## src/sv/fep_pkg.sv

```systemverilog
package fep_pkg;

  // filter geometry
  localparam int TAPS         = 7;
  localparam int HALF         = TAPS / 2;
  localparam int SAMPLE_BITS  = 16;
  localparam int WEIGHT_BITS  = 16;
  localparam int WEIGHT_FRAC  = 15;

  // derived widths
  localparam int PROD_BITS    = SAMPLE_BITS + WEIGHT_BITS;
  localparam int ACC_BITS     = PROD_BITS + $clog2(TAPS);
  localparam int GRP          = 4;
  localparam int NGRP         = (TAPS + GRP - 1) / GRP;
  localparam int IDX_BITS     = $clog2(HALF + 1);
  localparam int SEEN_BITS    = $clog2(2 * HALF + 1);
  localparam int CFG_IDX_BITS = $clog2(TAPS);

  typedef logic signed [SAMPLE_BITS-1:0] sample_t;
  typedef logic signed [WEIGHT_BITS-1:0] weight_t;
  typedef logic signed [PROD_BITS-1:0]   prod_t;
  typedef logic signed [ACC_BITS-1:0]    acc_t;

  // saturation limits and the reset weight of the centre tap
  localparam sample_t SAMPLE_MAX     = {1'b0, {(SAMPLE_BITS-1){1'b1}}};
  localparam sample_t SAMPLE_MIN     = {1'b1, {(SAMPLE_BITS-1){1'b0}}};
  localparam weight_t WEIGHT_CENTRE  = {1'b0, {(WEIGHT_BITS-1){1'b1}}};

  // results caused by one item: slot 0 is the centre, the rest are flushed
  typedef struct packed {
    logic [HALF:0][SAMPLE_BITS-1:0] vals;
    logic [IDX_BITS-1:0]            count_m1;
    logic                           conv;
    logic                           last;
  } bundle_t;

endpackage

```

## src/sv/fep_unloader.sv

```systemverilog
module fep_unloader (
  input  logic             clk,
  input  logic             rst,
  input  logic             in_valid,
  output logic             in_ready,
  input  fep_pkg::bundle_t bundle_in,
  input  fep_pkg::acc_t    acc,
  output logic             out_valid,
  input  logic             out_ready,
  output fep_pkg::sample_t sample_out,
  output logic             was_filtered,
  output logic             last_out
);
  import fep_pkg::*;

  localparam int SH_BITS = ACC_BITS + 1;
  localparam logic signed [SH_BITS-1:0] RND =
    {{(SH_BITS - WEIGHT_FRAC){1'b0}}, 1'b1, {(WEIGHT_FRAC - 1){1'b0}}};

  logic                       full;
  bundle_t                    b, b_next;
  logic [IDX_BITS-1:0]        idx;
  logic                       at_end, take, load;
  logic signed [SH_BITS-1:0]  biased, shifted;
  sample_t                    filt;

  // round half up, then saturate to the sample range
  always_comb begin
    biased  = $signed({acc[ACC_BITS-1], acc}) + RND;
    shifted = biased >>> WEIGHT_FRAC;
    if (shifted > SH_BITS'(SAMPLE_MAX)) begin
      filt = SAMPLE_MAX;
    end else if (shifted < SH_BITS'(SAMPLE_MIN)) begin
      filt = SAMPLE_MIN;
    end else begin
      filt = shifted[SAMPLE_BITS-1:0];
    end
  end

  // centre slot takes the filtered value when convolved
  always_comb begin
    b_next = bundle_in;
    if (bundle_in.conv) begin
      b_next.vals[0] = filt;
    end
  end

  assign at_end   = idx == b.count_m1;
  assign take     = full && out_ready;
  assign in_ready = !full || (out_ready && at_end);
  assign load     = in_valid && in_ready;

  always_ff @(posedge clk) begin
    if (rst) begin
      full <= 1'b0;
    end else if (load) begin
      full <= 1'b1;
    end else if (take && at_end) begin
      full <= 1'b0;
    end
  end

  // one result per cycle out of the held bundle, while the receiver takes them
  always_ff @(posedge clk) begin
    if (load) begin
      b   <= b_next;
      idx <= '0;
    end else if (take) begin
      idx <= idx + 1'b1;
    end
  end

  assign out_valid    = full;
  assign sample_out   = b.vals[idx];
  assign was_filtered = b.conv && (idx == '0);
  assign last_out     = b.last && at_end;

endmodule

```

## config.mk

```make
export PLATFORM = sky130hd
export DESIGN_NAME = fep_unloader
export DESIGN_NICKNAME = d
export VERILOG_FILES = /design/src/sv/fep_pkg.sv /design/src/sv/fep_unloader.sv
export SDC_FILE = /design/constraint.sdc
export NUM_CORES = 1
export LEC_CHECK = 0
export BUFFER_PORTS_ARGS = -buffer_cell sky130_fd_sc_hd__buf_4
export CAP_MARGIN = 5
export CORE_UTILIZATION = 44
export DETAILED_ROUTE_END_ITERATION = 6
export PLACE_DENSITY_LB_ADDON = 0.05
export SLEW_MARGIN = 40
export SYNTH_ARGS = -nofsm -noshare
export SYNTH_HDL_FRONTEND = slang
export SYNTH_SLANG_ARGS = --single-unit
```

## constraint.sdc

```tcl
create_clock -name clk -period 4.7 [get_ports clk]
set_clock_uncertainty 0.2 [all_clocks]
set_input_delay 0.235 -clock clk [delete_from_list [all_inputs] [get_ports clk]]
set_output_delay 0.235 -clock clk [all_outputs]
set_load 0.005 [all_outputs]
```

==> flow_summary_export.csv <==
group,metric,value,unit
worst_setup_path,reg2reg_depth,5,
cells_and_area,nets,494,
grt,grt_pass1_wl,11800,um
floorplan,die_w,89.6,um
routing,dr.pass1.iters,4,
yosys,synthCells,212,
sta,max_freq,415,MHz
grt,grt_pass1_vias,2438,
grt,antenna_found_initial,0,
grt,grt_max_degree,71,
grt,grt_usage,20.6,%
place,place_inst,418,
yosys,synth_edf_count,68,
worst_setup_path,critPathKind,"in -> reg",
cells_and_area,drive_above_1_share,43.7,%
cells_and_area,num_antenna_cells,0,
routing,wirelength,7690,um
pwr,total_power,1.53,mW
cells_and_area,fin_area,5060,um^2
cts,root_buffer,"clkbuf_8",
yosys,synth-seq-cells,71,
floorplan,dieArea,8030,um^2
routing,num_vias,2419,
cts,cts_sinks,71,
yosys,synth.top_cell.area_share,60.5,%
cts,clk_pin_slew,0.07,ns
place,post_dp_cell_area,4320,um^2
routing,drtAntennaViolNets,0,
place,io_buffer_count,112,
floorplan,coreArea,7330,um^2
cells_and_area,stdcell_count,488,
yosys,syn_area,3380,um^2
yosys,avgSynthCellArea,15.9,um^2
yosys,synth_area_leaders,"edfxtp_1, mux4_2, a211oi_2",
min_path,hold_path.class,"in -> reg",
yosys,synth_largest_area_cell,"edfxtp_1",
cts,cts_buffers,9,
place,gp_congestion,0.770,
job,maxCapViolations,0,
yosys,yosysUniqueCellTypes,42,
grt,overflow,0,
worst_setup_path,cp.arrival,2.30,ns
worst_setup_path,required,4.59,ns
run_status,status,"complete, no violations",
sta,slew_viol_final,0,
place,dp_hpwl,4970,um
routing,drtIter0Drc,104,
floorplan,pin_count,127,
routing,drc,0,
pwr,p_per_area,303,nW/um^2
sta,tightest_slew,0.618,ns
sta,min_period_over_period,51.2,%
sta,finalCriticalPeriod,2.41,ns
min_path,min_path_cells,1,
routing,viasPerCell,4.96,
sta,grt_setup_unrepaired,"no",
sta,final-setup-viol-count,0,
worst_setup_path,crit_fanout,10,
cts,cts_buffer_depth,2,
yosys,yosysWarnings,0,
yosys,synth_top_flop_cell,"edfxtp_1",
yosys,synth_fp_nets,321,
floorplan,start_util,46.0,%
worst_setup_path,endpoint_kind,"flip-flop",
sta,relSlewSlack,58.8,%
cells_and_area,area_delta_synth_final,50.0,%
floorplan,dieHeight,89.6,um
worst_setup_path,cp-start-kind,"input port",
yosys,synth-async-reset-ratio,0,%
floorplan,rows,31,
pwr,peakVddDrop,0.185,mV
cts,htree_levels,3,
routing,routedWlPerCell,15.8,um
cts,cts_tree,"yes",
sta,fin_setup_tns,0,ns
sta,hold_viol_final,0,
pwr,p_leak,1.93,nW
yosys,ys_seq_area_share,62.3,%
cts,clk_latency,0.34,ns
placed cells by master (no fill, tap or decap), types with 2 or more instances in the layout:
master and instances:
inv_1 7, clkbuf_8 9, xnor2_1 9, nand2_1 10, dlygate4sd3_1 55, clkinvlp_4 2
nor4_4 2, ha_1 2, a211oi_2 11, xor2_1 8, nand3_1 5, mux4_2 16
buf_4 115, nor2_1 21, and3_1 4, a211oi_1 6, nor3_1 5, edfxtp_1 68
nand3_4 2, o21ai_0 2, and2_1 2, dfxtp_1 3
critical path, stage by stage:
cell      delay (ns)
buf_4           0.09
ha_1            0.17
nand3_1         0.17
nor3_1          0.40
mux2i_1         0.26
a211oi_2        0.10
nor3b_2         0.46
buf_4           0.29
a211oi_1        0.10
sequential cells by signal, summed over array words and instances (netlist names):
signal and cells:
b 68, idx 2, out_valid 1
cells in the mapped netlist (2+ instances only):
cell type  number
mux4_2         16
o21ai_0         2
dfxtp_1         3
nand2_1        10
nor3_1          5
and2_1          2
and3_1          4
nand3_1         5
nor4_4          2
a211oi_2       11
edfxtp_1       68
nand3_4         2
ha_1            2
nor2_1         21
a211oi_1        6
inv_1           7
clkbuf_1        5
buf_6           2
xnor2_1         9
xor2_1          8
what timing repair did:
| action | in CTS | in global routing |
|---|---|---|
| gates resized for setup | 0 | 0 |
| setup buffers | 0 | 0 |
| hold endpoints to repair | 54 | 0 |
| hold buffers | 55 | 0 |
per-layer routing:
layer / part of all wire [%] / global-route usage, % / wire [um]
met1: 43 / 26.4 / 3320
met2: 51 / 34.1 / 3920
met5: 0 / 0 / 0
met4: 1.3 / 7.07 / 100
met3: 4.6 / 5.30 / 354
report_power, final:
part           switching, mW  internal (mW)
Sequential            0.0131          0.748
Clock                  0.225          0.240
Combinational          0.123          0.185
Total                  0.361           1.17
path summary, 6_finish.rpt:
| check | to | slack [ns] | from |
|---|---|---|---|
| min | b[1] | 0.06 | bundle_in[1] |
| min reg2reg | idx[1] | 0.31 | out_valid |
| max | b[4] | 2.29 | acc[14] |
| max reg2reg | b[40] | 2.59 | b[3] |
cells by family (layout without fill, tap and decap cells):
family	after synthesis	after routing	synth area share (%)
adder cells (fa/ha/maj)	2	2	0.741
buffers and inverters	16	193	2.37
AO/OA/AOI/OAI	27	27	8.12
XOR/XNOR	17	17	4.41
multiplexers	18	18	11.3
flip-flops	71	71	62.3
AND/OR/NAND/NOR	61	61	10.8
per-stage QoR:
stage                     worst slack [ns]  utilization, %  hold WS, ns
after CTS                             2.26            69.0       0.0523
after global placement                1.91            59.0        0.197
after floorplan                       1.14               -        0.107
after global routing                  2.07            69.1       0.0605
after detailed placement              1.87            59.0        0.199
final                                 2.29            69.1       0.0603
final cells by class:
class	count	area, um^2
sequential	71	2100
inverter	7	26.3
clock inverter	6	62.6
clock buffer	9	124
timing repair buffer	171	1430
fill	518	2270
multi-input combinational	125	1200
tap	99	124
(Power assumes the default switching activity.)
