==> src/sv/fep_pkg.sv <==
package fep_pkg;

  // filter geometry
  localparam int TAPS         = 7;
  localparam int HALF         = TAPS / 2;
  localparam int SAMPLE_BITS  = 16;
  localparam int WEIGHT_BITS  = 16;
  localparam int WEIGHT_FRAC  = 15;

  // derived widths
  localparam int PROD_BITS    = SAMPLE_BITS + WEIGHT_BITS;
  localparam int ACC_BITS     = PROD_BITS + $clog2(TAPS);
  localparam int GRP          = 4;
  localparam int NGRP         = (TAPS + GRP - 1) / GRP;
  localparam int IDX_BITS     = $clog2(HALF + 1);
  localparam int SEEN_BITS    = $clog2(2 * HALF + 1);
  localparam int CFG_IDX_BITS = $clog2(TAPS);

  typedef logic signed [SAMPLE_BITS-1:0] sample_t;
  typedef logic signed [WEIGHT_BITS-1:0] weight_t;
  typedef logic signed [PROD_BITS-1:0]   prod_t;
  typedef logic signed [ACC_BITS-1:0]    acc_t;

  // saturation limits and the reset weight of the centre tap
  localparam sample_t SAMPLE_MAX     = {1'b0, {(SAMPLE_BITS-1){1'b1}}};
  localparam sample_t SAMPLE_MIN     = {1'b1, {(SAMPLE_BITS-1){1'b0}}};
  localparam weight_t WEIGHT_CENTRE  = {1'b0, {(WEIGHT_BITS-1){1'b1}}};

  // results caused by one item: slot 0 is the centre, the rest are flushed
  typedef struct packed {
    logic [HALF:0][SAMPLE_BITS-1:0] vals;
    logic [IDX_BITS-1:0]            count_m1;
    logic                           conv;
    logic                           last;
  } bundle_t;

endpackage

==> src/sv/fep_sum_pipe.sv <==
module fep_sum_pipe (
  input  logic             clk,
  input  logic             rst,
  input  logic             load,
  input  logic             emit,
  input  fep_pkg::bundle_t bundle_in,
  input  fep_pkg::prod_t   prods [fep_pkg::TAPS],
  output logic             load_ready,
  output logic             out_valid,
  input  logic             out_ready,
  output fep_pkg::bundle_t out_bundle,
  output fep_pkg::acc_t    out_acc
);
  import fep_pkg::*;

  logic    s1_valid, s2_valid, s3_valid;
  logic    s1_free, s2_free, s3_free;
  bundle_t s1_b, s2_b, s3_b;
  acc_t    grp [NGRP];
  acc_t    grp_next [NGRP];
  acc_t    total, total_next;

  // a stage takes new data when empty or when it moves on this cycle
  assign s3_free    = !s3_valid || out_ready;
  assign s2_free    = !s2_valid || s3_free;
  assign s1_free    = !s1_valid || s2_free;
  assign load_ready = s1_free;

  // group sums of the products held in the cells
  always_comb begin
    for (int g = 0; g < NGRP; g++) begin
      grp_next[g] = '0;
      for (int j = 0; j < GRP; j++) begin
        if (g * GRP + j < TAPS) begin
          grp_next[g] = grp_next[g] + acc_t'(prods[g * GRP + j]);
        end
      end
    end
  end

  // total over the groups
  always_comb begin
    total_next = '0;
    for (int g = 0; g < NGRP; g++) begin
      total_next = total_next + grp[g];
    end
  end

  // stage valid flags
  always_ff @(posedge clk) begin
    if (rst) begin
      s1_valid <= 1'b0;
      s2_valid <= 1'b0;
      s3_valid <= 1'b0;
    end else begin
      if (s1_free) s1_valid <= load && emit;
      if (s2_free) s2_valid <= s1_valid;
      if (s3_free) s3_valid <= s2_valid;
    end
  end

  // stage payload
  always_ff @(posedge clk) begin
    if (s1_free && load) begin
      s1_b <= bundle_in;
    end
    if (s2_free && s1_valid) begin
      s2_b <= s1_b;
      grp  <= grp_next;
    end
    if (s3_free && s2_valid) begin
      s3_b  <= s2_b;
      total <= total_next;
    end
  end

  assign out_valid  = s3_valid;
  assign out_bundle = s3_b;
  assign out_acc    = total;

endmodule

==> config.mk <==
export PLATFORM = sky130hd
export DESIGN_NAME = fep_sum_pipe
export DESIGN_NICKNAME = d
export VERILOG_FILES = /design/src/sv/fep_pkg.sv /design/src/sv/fep_sum_pipe.sv
export SDC_FILE = /design/constraint.sdc
export NUM_CORES = 1
export LEC_CHECK = 0
export ABC_AREA = 1
export BUFFER_PORTS_ARGS = -buffer_cell sky130_fd_sc_hd__buf_2
export CORE_MARGIN = 2
export CORE_UTILIZATION = 34
export CTS_BUF_LIST = sky130_fd_sc_hd__clkbuf_8
export CTS_CLUSTER_DIAMETER = 120
export DETAILED_ROUTE_END_ITERATION = 12
export GPL_ROUTABILITY_DRIVEN = 1
export HOLD_SLACK_MARGIN = 0.02
export PLACE_DENSITY = 0.55
export SLEW_MARGIN = 20
export SYNTH_ARGS = -nofsm -noshare
export SYNTH_HDL_FRONTEND = slang
export SYNTH_SLANG_ARGS = --single-unit
==> constraint.sdc <==
create_clock -name clk -period 7.2 [get_ports clk]
set_input_delay 0.36 -clock clk [delete_from_list [all_inputs] [get_ports clk]]
set_output_delay 0.36 -clock clk [all_outputs]
set_load 0.01 [all_outputs]
==> results.py, run 1 <==
metrics = {
    "worst_setup_path": {
        "start_kind": "primary input",
        "reg2reg_depth": 6,
        "timing.rr.start": "out_valid$_SDFFE_PP0P_",
        "critPathBufInv": 5,
        "cp_cell_sequence": "buf_2 -> inv_1 -> fa_1 -> fa_1 -> inv_1 -> ha_1 -> inv_1 -> fa_1 -> inv_1 -> nand3_1 -> nand2_2 -> nand3_1 -> nand2_1 -> nand2_1 -> nand2_2 -> nand2_1 -> nand3_1 -> nand2_1",
        "critPathKind": "in -> reg",
        "required_ns": 7.54,
        "cp-startpoint": "prods[97]",
        "max_stage_delay_ns": 0.55,
        "cp_max_fo": 4,
        "critPathTopFamily": "adder cells",
        "slowest_stage": "fa_1",
        "cp-end-kind": "flip-flop",
        "cp.arrival_ns": 3.21,
        "cp_num_cells": 18,
    },
    "route": {
        "drt_wl_total_um": 49400,
        "wl_per_cell_um": 14.9,
        "postRouteAntennaNets": 0,
        "drt_pass1_iterations": 7,
        "drc": 0,
        "via_per_inst": 4.42,
        "routed-via-count": 14700,
        "drtIter0Drc": 607,
    },
    "place": {
        "port-buffer-count": 401,
        "gp_congestion": 0.906,
        "place_hpwl_um": 40400,
    },
    "cts": {
        "clk_latency_ns": 0.58,
        "cts_made_buffers": 50,
        "clkTransAtPathRegs_ns": 0.06,
        "cts_tree": "yes",
        "clockBufferDepth": 3,
        "cts.sinks": 311,
        "h-tree-depth": 2,
        "post_cts_buffers": 0,
        "cts-root-buf": "clkbuf_8",
    },
    "floorplan": {
        "num_io_pins": 402,
        "fp.dieW_um": 240,
        "core_area_um2": 55100,
        "rows": 86,
        "fp.dieH_um": 240,
        "die_area_um2": 57500,
        "initial_core_util": 0.343,
    },
    "synth": {
        "synth_fp_nets": 2499,
        "synth_area_um2": 18900,
        "synth_cells": 2003,
        "ys_seq_elements": 311,
        "synth-seq-area-share": 0.492,
        "yosysWarnings": 0,
        "synth.avg_cell_area_um2": 9.44,
        "ys_types": 24,
    },
    "power_and_ir_drop": {
        "p_sw_frac": 0.365,
        "combPwrFrac": 0.365,
        "power_leakage_nw": 11.4,
        "design_power_total_mw": 5.66,
        "vdd_drop_max_uv": 103,
        "internal-power_mw": 3.60,
        "p_sw_mw": 2.07,
        "seq_power_share": 0.391,
        "powerDensity_nw_per_um2": 241,
        "p_clk_frac": 0.244,
    },
    "hold_path": {
        "whs_path_depth": 4,
        "hp-class": "in -> reg",
        "hp-start": "out_ready",
    },
    "final_layout": {
        "fillers": 5532,
        "final_util": 0.427,
        "layout_common_cells": "nand2_1 (514), inv_1 (452), buf_2 (401)",
        "final_common_cell": "nand2_1",
        "num_antenna_cells": 0,
        "fin_nets": 3027,
        "drive_above_1_share": 0.196,
        "area_delta_synth_final_pct": 24.4,
    },
    "sta": {
        "setup-tns-final_ns": 0,
        "hold_violations": 0,
        "slew_headroom": 0.353,
        "skew_ns": 0.0337,
        "slew_violations": 0,
        "setup_viol": 0,
        "fmax_mhz": 348,
        "min_period_over_period": 0.399,
        "holdWs_ns": 0.0993,
        "rsz0062_at_grt": "false",
        "min_period_ns": 2.88,
        "tightestPinTransition_ns": 0.971,
    },
    "global_route": {
        "grt_usage": 0.172,
        "grt_max_degree": 73,
        "grt_pass1_vias": 14900,
        "grt_pass1_wl_um": 77400,
        "antenna_found_initial": 0,
        "grt-ovfl-total": 0,
    },
    "run": {
        "max_cap_viol_count": 0,
    },
    "run_status": {
        "status": "finished, final reports clean",
    },
}
[timing repair]
action,CTS,global route
gates resized for setup,0,0
endpoints found under the hold margin,71,0
hold buffers,71,0
endpoints found under the setup margin,0,0
[through the flow]
stage                     cell area [µm²]  setup slack [ns]  cells
after global placement              21900              3.76   3156
after detailed placement            21900              3.70   3156
after CTS                           23500              4.33   3320
after global routing                23500              4.15   3320
after floorplan                     18900              1.25   2003
final                               23500              4.32   3320
[registers in the layout, summed over array words and instances (netlist names)]
| name | flops |
|---|---|
| grp | 69 |
| out_bundle | 68 |
| s1_b | 68 |
| s2_b | 68 |
| out_acc | 35 |
| out_valid | 1 |
| s1_valid | 1 |
| s2_valid | 1 |
[worst min-delay path: cells and delay by family]
family          cells  cell delay [ns]
buf+inv             2             0.14
compound gates      1             0.06
simple gates        1             0.08
[path summary, 6_finish.rpt]
kind	to	slack [ns]
hold reg to reg	out_bundle[56]$_DFFE_PP_	0.39
setup reg to reg	grp[27]$_DFFE_PP_	4.65
setup / recovery	grp[66]$_DFFE_PP_	4.32
hold / removal	out_valid$_SDFFE_PP0P_	0.1
[cell type report]
cell class	count	area, µm²	area share
Clock buffer	50	688	0.0292
Clock inverter	43	226	0.00962
Inverter	443	1670	0.0709
Multi-Input combinational cell	1249	7960	0.338
Sequential cell	311	9310	0.396
Tap cell	748	936	0.0398
Timing Repair Buffer	476	2750	0.117
[logic make-up (layout without fill, tap and decap cells)]
family                   Yosys count  after routing  share of synthesized area
AND/OR/NAND/NOR                  811            811                      0.174
buffers and inverters            443           1012                     0.0879
flip-flops                       311            311                      0.492
adder cells (fa/ha/maj)          199            199                      0.171
AO/OA/AOI/OAI                    190            190                     0.0528
XOR/XNOR                          49             49                     0.0227
[routing by layer]
metal / vias to the layer above / GRT usage / share of wire
met5: - / 0 / 0
met4: 0 / 0.0382 / 0.018
met3: 65 / 0.0249 / 0.056
met2: 432 / 0.309 / 0.49
met1: 6741 / 0.217 / 0.43
li1: 7443 / - / -
[power groups by stage]
| stage | Clock (mW) | Combinational [mW] | Sequential [mW] |
|---|---|---|---|
| floorplan | 0 | 1.38 | 2.25 |
| global placement | 0 | 2.04 | 2.25 |
| detailed placement | 0 | 2.05 | 2.26 |
| CTS | 1.45 | 2.09 | 2.22 |
| global route | 1.52 | 2.37 | 2.22 |
| finish | 1.38 | 2.07 | 2.22 |
[cells in the mapped netlist (all sizes together)]
cell	instances	area [µm²]
a21boi	2	15.0
a21o	4	30.0
a21oi	113	573
dfxtp	3	60.1
edfxtp	308	9250
fa	99	1980
ha	100	1250
inv	443	1660
nand2	533	2050
nand3	69	360
nand4	17	106
nor2	166	636
nor3	26	135
o21a	1	7.51
o21ai	61	305
o21bai	9	67.6
xnor2	4	35.0
xor2	45	394
Note: power is estimated with default switching activity, not from simulation.
==> run 2: changes to the inputs <==
- PLACE_DENSITY: 0.55 -> 0.57
- clock period: 7.2 -> 2.6 ns (I/O delays scaled with it)
==> results.py, run 2 (synthesis gave the netlist of run 1 again) <==
metrics = {
    "power_and_ir_drop": {
        "seq_power_share": 0.371,
        "p_sw_frac": 0.353,
        "internal-power_mw": 10.7,
        "vdd_drop_max_uv": 327,
        "powerDensity_nw_per_um2": 680,
        "p_sw_mw": 5.84,
        "p_clk_frac": 0.238,
        "power_leakage_nw": 11.9,
        "combPwrFrac": 0.392,
    },
    "sta": {
        "setup_slack_ns": 0.205,
        "setup-tns-final_ns": 0,
        "rsz0062_at_grt": "false",
        "min_period_ns": 2.40,
        "fmax_mhz": 418,
        "slew_headroom": 0.576,
        "skew_ns": 0.0436,
        "setup_viol": 0,
        "hold_violations": 0,
        "min_period_over_period": 0.921,
        "tightestPinTransition_ns": 0.635,
        "slew_violations": 0,
    },
    "run": {
        "max_cap_viol_count": 0,
    },
    "place": {
        "pre_cts_slack_ns": -0.394,
        "port-buffer-count": 401,
        "place_hpwl_um": 41200,
        "gp_congestion": 0.902,
    },
    "route": {
        "drt_pass1_iterations": 5,
        "via_per_inst": 4.36,
        "drtIter0Drc": 630,
        "routed-via-count": 14900,
        "wl_per_cell_um": 14.6,
        "drc": 0,
        "postRouteAntennaNets": 0,
        "drt_wl_total_um": 49900,
    },
    "final_layout": {
        "seqCellArea_um2": 9310,
        "fillers": 5470,
        "top_register": "grp",
        "area_delta_synth_final_pct": 28.8,
        "largest_register_ff_count": 69,
        "final_common_cell": "nand2_1",
        "multi_input_area_um2": 7980,
        "drive_above_1_share": 0.225,
        "layout_common_cells": "nand2_1 (511), inv_1 (456), buf_2 (401)",
        "num_antenna_cells": 0,
        "fin_nets": 3120,
    },
    "global_route": {
        "grt-busiest-layer": "met2",
        "antenna_found_initial": 0,
        "grt_util_met1": 0.215,
        "grt_pass1_vias": 15700,
        "met3_usage": 0.0261,
        "grt_usage": 0.175,
        "grt-ovfl-total": 0,
        "grtUsageMet2": 0.319,
        "grt_max_degree": 71,
        "grt_pass1_wl_um": 78900,
    },
    "cts": {
        "cts_tree": "yes",
        "cts_made_buffers": 51,
        "clk_latency_ns": 0.58,
        "cts-root-buf": "clkbuf_8",
        "clkTransAtPathRegs_ns": 0.05,
        "cts_resized": 0,
        "h-tree-depth": 2,
        "cts.sinks": 311,
        "clockBufferDepth": 3,
        "post_cts_buffers": 0,
    },
    "worst_setup_path": {
        "cp_max_fo": 4,
        "critPathKind": "in -> reg",
        "crit_top_cell": "nand2_1",
        "slowest_stage": "fa_1",
        "cp-end-kind": "flip-flop",
        "required_ns": 2.94,
        "cp_cell_sequence": "buf_2 -> inv_8 -> fa_1 -> fa_1 -> inv_1 -> ha_2 -> inv_2 -> fa_2 -> inv_2 -> nand3_2 -> nand2_2 -> nand2_1 -> nand2_2 -> nand2_1 -> nand2_2 -> nand2_1 -> nand3_1 -> nand2_1",
        "start_kind": "primary input",
        "cp.arrival_ns": 2.73,
        "max_stage_delay_ns": 0.55,
    },
    "floorplan": {
        "num_io_pins": 402,
        "core_area_um2": 55100,
        "initial_core_util": 0.343,
        "rows": 86,
        "fp.dieH_um": 240,
        "fp.dieW_um": 240,
        "die_area_um2": 57500,
    },
    "run_status": {
        "status": "finished, final reports clean",
    },
    "hold_path": {
        "hp-class": "in -> reg",
    },
}
run 2: layer usage:
metal  up-vias  share of wire  routed length, µm
met4         0          0.024               1180
met3        68          0.054               2690
met1      6764           0.44              21700
met2       401           0.49              24300
met5         -              0                  0
li1       7634              -                  -
run 2: worst max-delay path: cells and delay by family:
kind | cells | cell delay (ns)
simple gates | 9 | 0.69
fa+ha+maj | 4 | 1.53
buf+inv | 5 | 0.38
run 2: final timing paths:
path	start	end	slack [ns]	cells after the start
worst min register to register	s1_b[67]$_DFFE_PP_	s2_b[67]$_DFFE_PP_	0.41	0
worst max-delay path	prods[161]	grp[68]$_DFFE_PP_	0.20	18
worst max register to register	grp[35]$_DFFE_PP_	out_acc[32]$_DFFE_PP_	0.26	13
worst min-delay path	prods[64]	grp[0]$_DFFE_PP_	0.09	4
run 2: through the flow:
stage                     hold WS (ns)  cells   util  total power, mW  cell area, µm²
after global routing            0.0761   3413  0.442             17.9           24400
after detailed placement         0.308   3245  0.412             12.7           22700
after CTS                       0.0477   3413  0.442             16.8           24400
final                           0.0879   3413  0.442             16.6           24400
after global placement           0.308   3245  0.412             12.7           22700
after floorplan                  0.189   2003      -             10.1           19000
run 2: area by class of cell:
cell class                      instances  share of cell area
Clock inverter                         43             0.00997
Sequential cell                       311               0.382
Timing Repair Buffer                  568               0.144
Tap cell                              748              0.0384
Inverter                              443              0.0687
Multi-Input combinational cell       1249               0.328
Clock buffer                           51              0.0288
run 2: power by group through the flow:
stage | Combinational [mW] | Clock [mW] | Sequential [mW]
floorplan | 3.83 | 0 | 6.22
global placement | 6.42 | 0 | 6.24
detailed placement | 6.44 | 0 | 6.25
CTS | 6.56 | 4.11 | 6.14
global route | 7.42 | 4.31 | 6.16
finish | 6.48 | 3.94 | 6.14
run 2: timing repair:
action,CTS,global route
endpoints found under the hold margin,72,0
hold buffers,74,0
endpoints found under the setup margin,0,0
