==> config.mk <==
export PLATFORM = sky130hd
export DESIGN_NAME = fep_tap_cell
export DESIGN_NICKNAME = d
export VERILOG_FILES = /design/src/sv/fep_pkg.sv /design/src/sv/fep_tap_cell.sv
export SDC_FILE = /design/constraint.sdc
export NUM_CORES = 1
export LEC_CHECK = 0
export BUFFER_PORTS_ARGS = -buffer_cell sky130_fd_sc_hd__buf_2
export CORE_MARGIN = 2
export CORE_UTILIZATION = 34
export CTS_BUF_LIST = sky130_fd_sc_hd__clkbuf_8
export CTS_CLUSTER_DIAMETER = 80
export DETAILED_ROUTE_END_ITERATION = 6
export GPL_ROUTABILITY_DRIVEN = 0
export SETUP_SLACK_MARGIN = 0.3
export SLEW_MARGIN = 30
export SYNTH_ARGS = -nofsm -noshare
export SYNTH_HDL_FRONTEND = slang
export SYNTH_SLANG_ARGS = --single-unit
==> constraint.sdc <==
create_clock -name clk -period 8.2 [get_ports clk]
set_clock_uncertainty 0.1 [all_clocks]
set_input_delay 1.23 -clock clk [delete_from_list [all_inputs] [get_ports clk]]
set_output_delay 1.23 -clock clk [all_outputs]
set_load 0.03 [all_outputs]
==> src/sv/fep_pkg.sv <==
package fep_pkg;

  // filter geometry
  localparam int TAPS         = 7;
  localparam int HALF         = TAPS / 2;
  localparam int SAMPLE_BITS  = 16;
  localparam int WEIGHT_BITS  = 16;
  localparam int WEIGHT_FRAC  = 15;

  // derived widths
  localparam int PROD_BITS    = SAMPLE_BITS + WEIGHT_BITS;
  localparam int ACC_BITS     = PROD_BITS + $clog2(TAPS);
  localparam int GRP          = 4;
  localparam int NGRP         = (TAPS + GRP - 1) / GRP;
  localparam int IDX_BITS     = $clog2(HALF + 1);
  localparam int SEEN_BITS    = $clog2(2 * HALF + 1);
  localparam int CFG_IDX_BITS = $clog2(TAPS);

  typedef logic signed [SAMPLE_BITS-1:0] sample_t;
  typedef logic signed [WEIGHT_BITS-1:0] weight_t;
  typedef logic signed [PROD_BITS-1:0]   prod_t;
  typedef logic signed [ACC_BITS-1:0]    acc_t;

  // saturation limits and the reset weight of the centre tap
  localparam sample_t SAMPLE_MAX     = {1'b0, {(SAMPLE_BITS-1){1'b1}}};
  localparam sample_t SAMPLE_MIN     = {1'b1, {(SAMPLE_BITS-1){1'b0}}};
  localparam weight_t WEIGHT_CENTRE  = {1'b0, {(WEIGHT_BITS-1){1'b1}}};

  // results caused by one item: slot 0 is the centre, the rest are flushed
  typedef struct packed {
    logic [HALF:0][SAMPLE_BITS-1:0] vals;
    logic [IDX_BITS-1:0]            count_m1;
    logic                           conv;
    logic                           last;
  } bundle_t;

endpackage

==> src/sv/fep_tap_cell.sv <==
module fep_tap_cell (
  input  logic             clk,
  input  logic             rst,
  input  logic             shift,
  input  fep_pkg::sample_t sample_in,
  input  logic             weight_we,
  input  fep_pkg::weight_t weight_data,
  input  fep_pkg::weight_t weight_init,
  output fep_pkg::sample_t sample,
  output fep_pkg::prod_t   prod
);
  import fep_pkg::*;

  weight_t weight;

  // tap weight, written through the configuration port
  always_ff @(posedge clk) begin
    if (rst) begin
      weight <= weight_init;
    end else if (weight_we) begin
      weight <= weight_data;
    end
  end

  // window entry and its weighted product, both taken as the item shifts in
  always_ff @(posedge clk) begin
    if (shift) begin
      sample <= sample_in;
      prod   <= prod_t'(weight) * prod_t'(sample_in);
    end
  end

endmodule

==> qor.yml, run 1 <==
finish:
  area_growth_pct: 9.55
  fin_cells: 1709
  final_nets: 1644
  layout-drive-gt1-share: 0.111
  fillers: 3452
sta:
  period_needed_ps: 7410
  grt_setup_unrepaired: "false"
  hold_violations: 0
  worst_pin_slew_ps: 847
  slew_violations: 0
  tns_ps: 0
  max-slew-margin-rel: 0.435
  hold_slack_ps: 1000
  clock.fmax_mhz: 135
  fin_ws_ps: 793
  setup_violations: 0
  period_share: 0.903
drt:
  avgRoutedWirePerCell_um: 16.4
  dr.first_iter.drc_count: 299
  wl_met3_um: 1370
  final_antenna_net_count: 0
  vias_per_cell: 4.83
  dr.pass1.iters: 5
  dr_wl_met2_um: 14900
  highest_layer: "met4"
  wl_um: 28000
  wl_met1_um: 11000
  vias: 8258
  drc_errors: 0
die:
  core.rowCount: 68
  core_area_sq_um: 34600
  io_pins: 100
  die_w_um: 192
  initial_core_util: 0.347
  die_y_um: 192
  die_area_sq_um: 36800
clocking:
  numCtsBuffers: 9
  clock_sinks: 64
  worstSkewPairLatency_ps: 390
  cts-resized-gates: 0
  cts-root-buf: "clkbuf_8"
  clkTransAtPathRegs_ps: 80
  cts_hold_buf: 0
  clk_path_buf_depth: 2
  htreeDepth: 3
  post_cts_buffers: 0
  cts_tree: "built"
global_route:
  grt_pass1_vias: 8918
  antenna_found_initial: 2
  overflow: 0
  grtUsageTotal: 0.164
  grt_max_degree: 49
  grt_pass1_wl_um: 46100
yosys:
  ys_types: 44
  ys_ff_latch: 64
  yosysMostFrequentCell: "inv_1"
  synthFlopType: "edfxtp_1"
  synth-edff-count: 64
  netlist.area_leader.share: 0.437
  yosys.area.top_type: "fa_1"
  synth-seq-area-share: 0.160
  syn_inst: 1176
  async_flop_share: 0
  yosysWarnings: 0
  syn_area_sq_um: 12000
  syn_nets: 1572
  synth_commonest_cells: "inv_1 (291), fa_1 (262), nand2_1 (133)"
  avgSynthCellArea_sq_um: 10.2
  yosys-top-cells-area: "fa_1 (44%), edfxtp_1 (16%), inv_1 (9.1%), ha_1 (8.5%), and2_1 (6.4%)"
setup_path:
  cp_max_fo: 17
  cp_slowest_stage_delay_ps: 780
  critPathArrivalTime_ps: 7460
  path_delay_family: "adder cells"
  cpMaxStageDelayCell: "fa_1"
  startpoint_type: "primary input"
  crit_buf_inv: 4
  cp_cell_sequence: "buf_2 -> nand2_1 -> inv_1 -> fa_1 -> fa_1 -> fa_1 -> fa_1 -> fa_1 -> inv_1 -> fa_1 -> inv_1 -> ha_1 -> nand4_1 -> nor3_1 -> nand4_1 -> a211oi_1 -> o41ai_2 -> o2111ai_1 -> a21oi_1 -> xnor2_1"
  required_ps: 8250
  worstSetupEndpointType: "flip-flop"
  critPathKind: "in -> reg"
  cpMostUsedCell: "fa_1"
job:
  cap_violations: 0
hold_path:
  hold_class: "reg -> reg"
placed_design:
  place_ws_ps: 491
  port_buffers: 99
  hpwl_um: 22300
  dp_cells: 1692
run_status:
  status: "finished, final reports clean"
==> layout make-up <==
type	count	area, sq um	share of cell area
antenna	1	2.50	0.000190
clock buffer	9	124	0.00941
clock inverter	7	95.1	0.00723
inverter	291	1090	0.0830
multi-input combinational	782	8850	0.673
sequential	64	1920	0.146
tap	455	569	0.0433
timing repair buffer	100	503	0.0382
==> registers in the layout, summed over array words and instances, names as in the netlist <==
register / flops
sample: 16
prod: 32
weight: 16
==> layer usage <==
layer  up-vias  global-route usage
met5         -                   0
met1      4312               0.199
li1       3656                   -
met4         0              0.0506
met3        64              0.0274
met2       226               0.295
==> per-stage QoR <==
step,instance area [sq um],utilization
global route,13200,0.380
finish,13200,0.380
floorplan,12000,-
CTS,13200,0.380
global placement,12900,0.374
detailed placement,12900,0.374
==> kinds of logic (layout without fill, tap and decap cells) <==
kind of cell	after synthesis	after routing	synth area share
fa+ha+maj	344	344	0.522
mux	16	16	0.0150
flops	64	64	0.160
simple gates	315	315	0.130
compound gates	70	70	0.0425
xor+xnor	37	37	0.0270
buf+inv	330	407	0.103
other cells	0	1	0
==> final timing paths <==
kind                      from  endpoint  slack [ps]  depth (start not counted)
setup / recovery  sample_in[1]  prod[30]         790                         20
hold reg to reg      weight[0]   prod[0]        1000                          1
hold / removal       weight[0]   prod[0]        1000                          1
setup reg to reg    weight[15]  prod[30]        1130                         19
==> worst reg2reg max path, cell delays in order, from the launching register on <==
cell       delay, ps
edfxtp_1         660
nand2_1          220
inv_1            110
fa_1             780
fa_1             510
fa_1             490
fa_1             510
fa_1             490
inv_1             50
fa_1             470
inv_1             40
ha_1             430
nand4_1          270
nor3_1           340
nand4_1          130
a211oi_1         580
o41ai_2          180
o2111ai_1        220
a21oi_1          110
xnor2_1          130
==> cell usage in the layout (no fill, tap or decap), types with 2 or more instances in the layout <==
master and instances:
inv_1 291, fa_1 262, nand2_1 133, and2_1 122, buf_2 99, ha_1 82, edfxtp_1 64, nor2_1 27
xnor2_1 27, a21o_1 18, a21oi_1 16, mux2_2 16, xor2_1 10, clkbuf_8 9, and3_1 6, o21ai_0 6
nand4_1 6, a31oi_1 6, nor3_1 6, nand2b_1 4, o21bai_1 4, nand3_1 3, or2_2 3, clkinvlp_4 3
a21oi_2 2, a211oi_1 2, o21a_1 2, o31ai_1 2, bufinv_16 2
Power of run 1 is not shown: default switching activity piles up to over one toggle a cycle in this logic, so the estimate is an artifact.
==> run 2: changes to the inputs <==
CTS_CLUSTER_DIAMETER = 100   (was 80)
HOLD_SLACK_MARGIN = 0.05   (was not set)
MAX_ROUTING_LAYER = met4   (was not set)
==> run 2 against run 1 <==
- setup slack worse by 8.8 ps
- clock-buffer cell count did not move
- critical path depth did not move
- non-clock buffer count is the same
- worst hold slack got worse by 16 ps
- fmax shrank 0.12%
- flip-flop and latch count did not move
- final cell count barely moved
- design area about the same
- core utilization about the same
- via count fell by 0.54%
- global-route usage increased by 0.50 points
- critical endpoint unchanged
==> qor.yml, run 2 (same netlist as run 1, synthesis figures left out) <==
sta:
  slew_violations: 0  # unchanged
  max-slew-margin-rel: 0.435  # -0.000567
  grt_setup_unrepaired: "false"
  fin_ws_ps: 784  # -8.75 ps
  period_needed_ps: 7420  # +8.75 ps
  worst_pin_slew_ps: 848  # +0.851 ps
  clock.fmax_mhz: 135  # -0.12%
  period_share: 0.904  # +0.00107
  hold_violations: 0  # unchanged
  tns_ps: 0  # unchanged
  setup_violations: 0  # unchanged
finish:
  largestRegisters: "prod x32, sample x16, weight x16"
  final_nets: 1644  # unchanged
  largest_register_ffs: 32  # unchanged
  area_growth_pct: 9.53  # about the same
  layout_common_cells: "inv_1 (291), fa_1 (262), nand2_1 (133)"
  num_antenna_cells: 0  # -1
  regMostFlops: "prod"
  fillers: 3453  # +0.029%
  layout-drive-gt1-share: 0.111  # unchanged
  final_common_cell: "inv_1"
global_route:
  antenna_found_initial: 2  # unchanged
  grt_util_met2: 0.295  # +0.000417
  grt_use_met3: 0.0269  # -0.000548
  overflow: 0  # unchanged
  grtUsageTotal: 0.169  # +0.00497
  grt_max_degree: 49  # unchanged
  top_usage_layer: "met2"
  grt_pass1_wl_um: 46200  # about the same
  gr-usage-met1: 0.200  # +0.000353
  grt_pass1_vias: 8910  # -0.090%
drt:
  vias: 8213  # -0.54%
  dr.first_iter.drc_count: 319  # +6.7%
  dr.pass1.iters: 7  # +2
  avgRoutedWirePerCell_um: 16.4  # +0.12%
  wl_um: 28000  # about the same
  vias_per_cell: 4.81  # -0.49%
  drc_errors: 0  # unchanged
  final_antenna_net_count: 0  # unchanged
clocking:
  cts-resized-gates: 0  # unchanged
  cts-root-buf: "clkbuf_8"
  clock_sinks: 64  # unchanged
  post_cts_buffers: 0  # unchanged
  clk_path_buf_depth: 2  # unchanged
  cts_hold_buf: 0  # unchanged
  numCtsBuffers: 9  # unchanged
  cts_tree: "built"
  htreeDepth: 3  # unchanged
  clkTransAtPathRegs_ps: 80  # about the same
  worstSkewPairLatency_ps: 390  # about the same
setup_path:
  crit_start: "sample_in[1]"
  crit_end: "prod[30]"
  cpMostUsedCell: "fa_1"
  critPathKind: "in -> reg"
  cpMaxStageDelayCell: "fa_1"
  reg2reg_to: "prod[30]"
  reg2reg_depth: 19  # unchanged
  cp_cell_sequence: "buf_2 -> nand2_1 -> inv_1 -> fa_1 -> fa_1 -> fa_1 -> fa_1 -> fa_1 -> inv_1 -> fa_1 -> inv_1 -> ha_1 -> nand4_1 -> nor3_1 -> nand4_1 -> a211oi_1 -> o41ai_2 -> o2111ai_1 -> a21oi_1 -> xnor2_1"
  cp_slowest_stage_delay_ps: 790  # about the same
  worstSetupEndpointType: "flip-flop"
  timing.rr.start: "weight[15]"
  crit_buf_inv: 4  # unchanged
  startpoint_type: "primary input"
  critPathArrivalTime_ps: 7460  # about the same
  required_ps: 8250  # about the same
  ff2ff_setup_slack_ps: 1120  # about the same
  path_delay_family: "adder cells"
  path_depth: 20  # unchanged
  cp_max_fo: 17  # unchanged
die:
  die_area_sq_um: 36800  # unchanged
  initial_core_util: 0.347  # unchanged
  core.rowCount: 68  # unchanged
  core_area_sq_um: 34600  # unchanged
  die_w_um: 192  # unchanged
  io_pins: 100  # unchanged
  die_y_um: 192  # unchanged
placed_design:
  port_buffers: 99  # unchanged
  hpwl_um: 22300  # unchanged
  place_ws_ps: 491  # unchanged
job:
  cap_violations: 0  # unchanged
run_status:
  status: "finished, final reports clean"
hold_path:
  hold_class: "reg -> reg"
  hold_depth: 1  # unchanged
-- run 2: changes by cell type in the layout (fill, tap and decap cells not counted) --
cell,previous run,this run
diode_2,1,0
-- run 2: metrics by stage --
step / area [sq um] / util / hold WS (ps) / std cells
after floorplan: 12000 / - / 746 / 1176
after global placement: 12900 / 0.374 / 990 / 1692
after detailed placement: 12900 / 0.374 / 968 / 1692
after CTS: 13200 / 0.380 / 998 / 1708
after global routing: 13200 / 0.380 / 1030 / 1708
final: 13200 / 0.380 / 987 / 1708
-- run 2: how the worst min path moves through the flow --
stage	slack [ps]	endpoint	from
floorplan	750	prod[0]	weight[0]
global placement	990	prod[0]	weight[0]
detailed placement	970	prod[0]	weight[0]
CTS	1000	prod[0]	weight[0]
global route	1030	weight[12]	weight_data[12]
finish	990	prod[0]	weight[0]
-- run 2: final cells by class --
type                       count  area (sq um)  area share
clock buffer                   9           124     0.00942
clock inverter                 7          95.1     0.00723
inverter                     291          1090      0.0830
multi-input combinational    782          8850       0.673
sequential                    64          1920       0.146
tap                          455           569      0.0433
timing repair buffer         100           503      0.0382
-- run 2: layer usage --
metal	routed length (um)	up-vias
met5	0	-
met4	662	0
met3	1360	45
met2	15000	202
met1	11000	4309
li1	-	3657
-- run 2: worst register-to-register path: cells and delay by family, from the launching register on --
kind	cells	cell delay, ps
adders and majority gates	7	3680
AOI/OAI and AO/OA	4	1090
and+or+nand+nor	4	970
DFF	1	670
buffers and inverters	3	200
xor gates and xnor gates	1	130
Power of run 2 is left out for the same reason.
==> run 3: changes to the inputs <==
RECOVER_POWER = 25   (was not set)
==> run 3 against run 2 <==
- the run now ends with max-capacitance violations, max-slew violations left
- routed wire length is 0.37% lower
- clock-buffer cell count stayed put
- non-clock buffer count stayed put
- global-route usage stayed put
- design area is 0.14% lower
- register-to-register slack better by 20 ps
- setup slack worse by 210 ps
- flip-flop and latch count stayed put
- die area stayed put
- final cell count stayed put
- fmax is 2.7% lower
- critical endpoint unchanged
==> qor.yml, run 3 (same netlist as run 1, synthesis figures left out) <==
sta:
  period_needed_ps: 7620  # +206 ps
  period_share: 0.930  # +0.0251
  clock.fmax_mhz: 131  # -2.7%
  hold_violations: 0  # unchanged
  setup_violations: 0  # unchanged
  max-slew-margin-rel: -0.959  # -1.39
  tns_ps: 0  # unchanged
  grt_setup_unrepaired: "false"
  worst_pin_slew_ps: 2940  # +2090 ps
  slew_violations: 49  # +49
setup_path:
  cpMaxStageDelayCell: "clkbuf_1"
  cp_slowest_stage_delay_ps: 650  # -140 ps
  reg2reg_depth: 19  # unchanged
  crit_end: "prod[30]"
  worstSetupEndpointType: "flip-flop"
  reg2reg_to: "prod[30]"
  path_delay_family: "adder cells"
  required_ps: 8250  # about the same
  cpMostUsedCell: "fa_1"
  ff2ff_setup_slack_ps: 1140  # +20 ps
  timing.rr.start: "weight[15]"
  crit_start: "sample_in[5]"
  critPathArrivalTime_ps: 7670  # +210 ps
  startpoint_type: "primary input"
  crit_buf_inv: 4  # unchanged
  cp_max_fo: 17  # unchanged
  critPathKind: "in -> reg"
  path_depth: 20  # unchanged
  cp_cell_sequence: "clkbuf_1 -> nand2_1 -> fa_1 -> inv_1 -> fa_1 -> fa_1 -> fa_1 -> fa_1 -> inv_1 -> fa_1 -> inv_1 -> ha_1 -> nand4_1 -> nor3_1 -> nand4_1 -> a211oi_1 -> o41ai_2 -> o2111ai_1 -> a21oi_1 -> xnor2_1"
drt:
  wl_um: 27900  # -0.37%
  dr.first_iter.drc_count: 344  # +7.8%
  dr.pass1.iters: 5  # -2
  vias: 8197  # -0.19%
  vias_per_cell: 4.80  # -0.19%
  avgRoutedWirePerCell_um: 16.3  # -0.37%
  final_antenna_net_count: 0  # unchanged
  drc_errors: 0  # unchanged
finish:
  layout_common_cells: "inv_1 (291), fa_1 (262), nand2_1 (133)"
  largestRegisters: "prod x32, sample x16, weight x16"
  fillers: 3456  # +0.087%
  num_antenna_cells: 0  # unchanged
  area_growth_pct: 9.38
  regMostFlops: "prod"
  final_common_cell: "inv_1"
  fin_cells: 1708  # unchanged
  layout-drive-gt1-share: 0.0974  # -0.0136
  final_nets: 1644  # unchanged
  largest_register_ffs: 32  # unchanged
global_route:
  grtUsageTotal: 0.169  # unchanged
  grt_max_degree: 49  # unchanged
  grt_pass1_wl_um: 46200  # unchanged
  antenna_found_initial: 2  # unchanged
  grt_pass1_vias: 8910  # unchanged
  overflow: 0  # unchanged
die:
  die_y_um: 192  # unchanged
  die_w_um: 192  # unchanged
  core_area_sq_um: 34600  # unchanged
  die_area_sq_um: 36800  # unchanged
  io_pins: 100  # unchanged
  initial_core_util: 0.347  # unchanged
  core.rowCount: 68  # unchanged
clocking:
  cts_tree: "built"
  cts_hold_buf: 0  # unchanged
  clkTransAtPathRegs_ps: 80  # about the same
  numCtsBuffers: 9  # unchanged
  clk_path_buf_depth: 2  # unchanged
  htreeDepth: 3  # unchanged
  post_cts_buffers: 0  # unchanged
  cts-root-buf: "clkbuf_8"
  cts-resized-gates: 0  # unchanged
  worstSkewPairLatency_ps: 390  # about the same
  clock_sinks: 64  # unchanged
placed_design:
  dp_cells: 1692  # unchanged
  port_buffers: 99  # unchanged
  hpwl_um: 22300  # unchanged
run_status:
  violations: "max-capacitance violations, max-slew violations"
  status: "finished, violations left"
hold_path:
  min-delay-start: "weight[0]"
  hold_class: "reg -> reg"
job:
  cap_violations: 1  # +1
==> run 3: cell count changes in the layout (fill, tap and decap cells not counted) <==
cell,before,now
clkbuf_1,0,13
buf_2,99,87
mux2_1,0,4
mux2_2,16,12
and2_0,0,1
and2_1,122,121
buf_4,1,0
==> run 3: worst min-delay path by stage <==
stage / to / slack [ps] / cells after the start
3_5_place_dp: prod[0] / 970 / 1
2_1_floorplan: prod[0] / 750 / 2
4_1_cts: prod[0] / 1000 / 1
5_1_grt: weight[12] / 1030 / 2
3_3_place_gp: prod[0] / 990 / 1
6_report: prod[0] / 990 / 1
==> run 3: area by class of cell <==
cell class / instances / area, sq um / area share
Tap cell: 455 / 569 / 0.0433
Multi-Input combinational cell: 782 / 8850 / 0.674
Sequential cell: 64 / 1920 / 0.146
Clock buffer: 9 / 124 / 0.00943
Inverter: 291 / 1090 / 0.0831
Clock inverter: 7 / 95.1 / 0.00724
Timing Repair Buffer: 100 / 484 / 0.0369
==> run 3: per-layer routing <==
metal | wire [um] | share of wire | GRT usage
met1 | 11000 | 0.39 | 0.200
met2 | 14800 | 0.53 | 0.295
met3 | 1380 | 0.049 | 0.0269
met4 | 720 | 0.026 | 0.0506
met5 | 0 | 0 | -
==> run 3: through the flow <==
step	worst slack (ps)	instance area (sq um)	utilization	hold slack, ps
after detailed placement	491	12900	0.374	968
after global placement	591	12900	0.374	990
final	578	13100	0.379	990
after global routing	287	13100	0.379	1030
after CTS	919	13200	0.380	998
after floorplan	1110	12000	-	746
Power of run 3 is left out for the same reason.
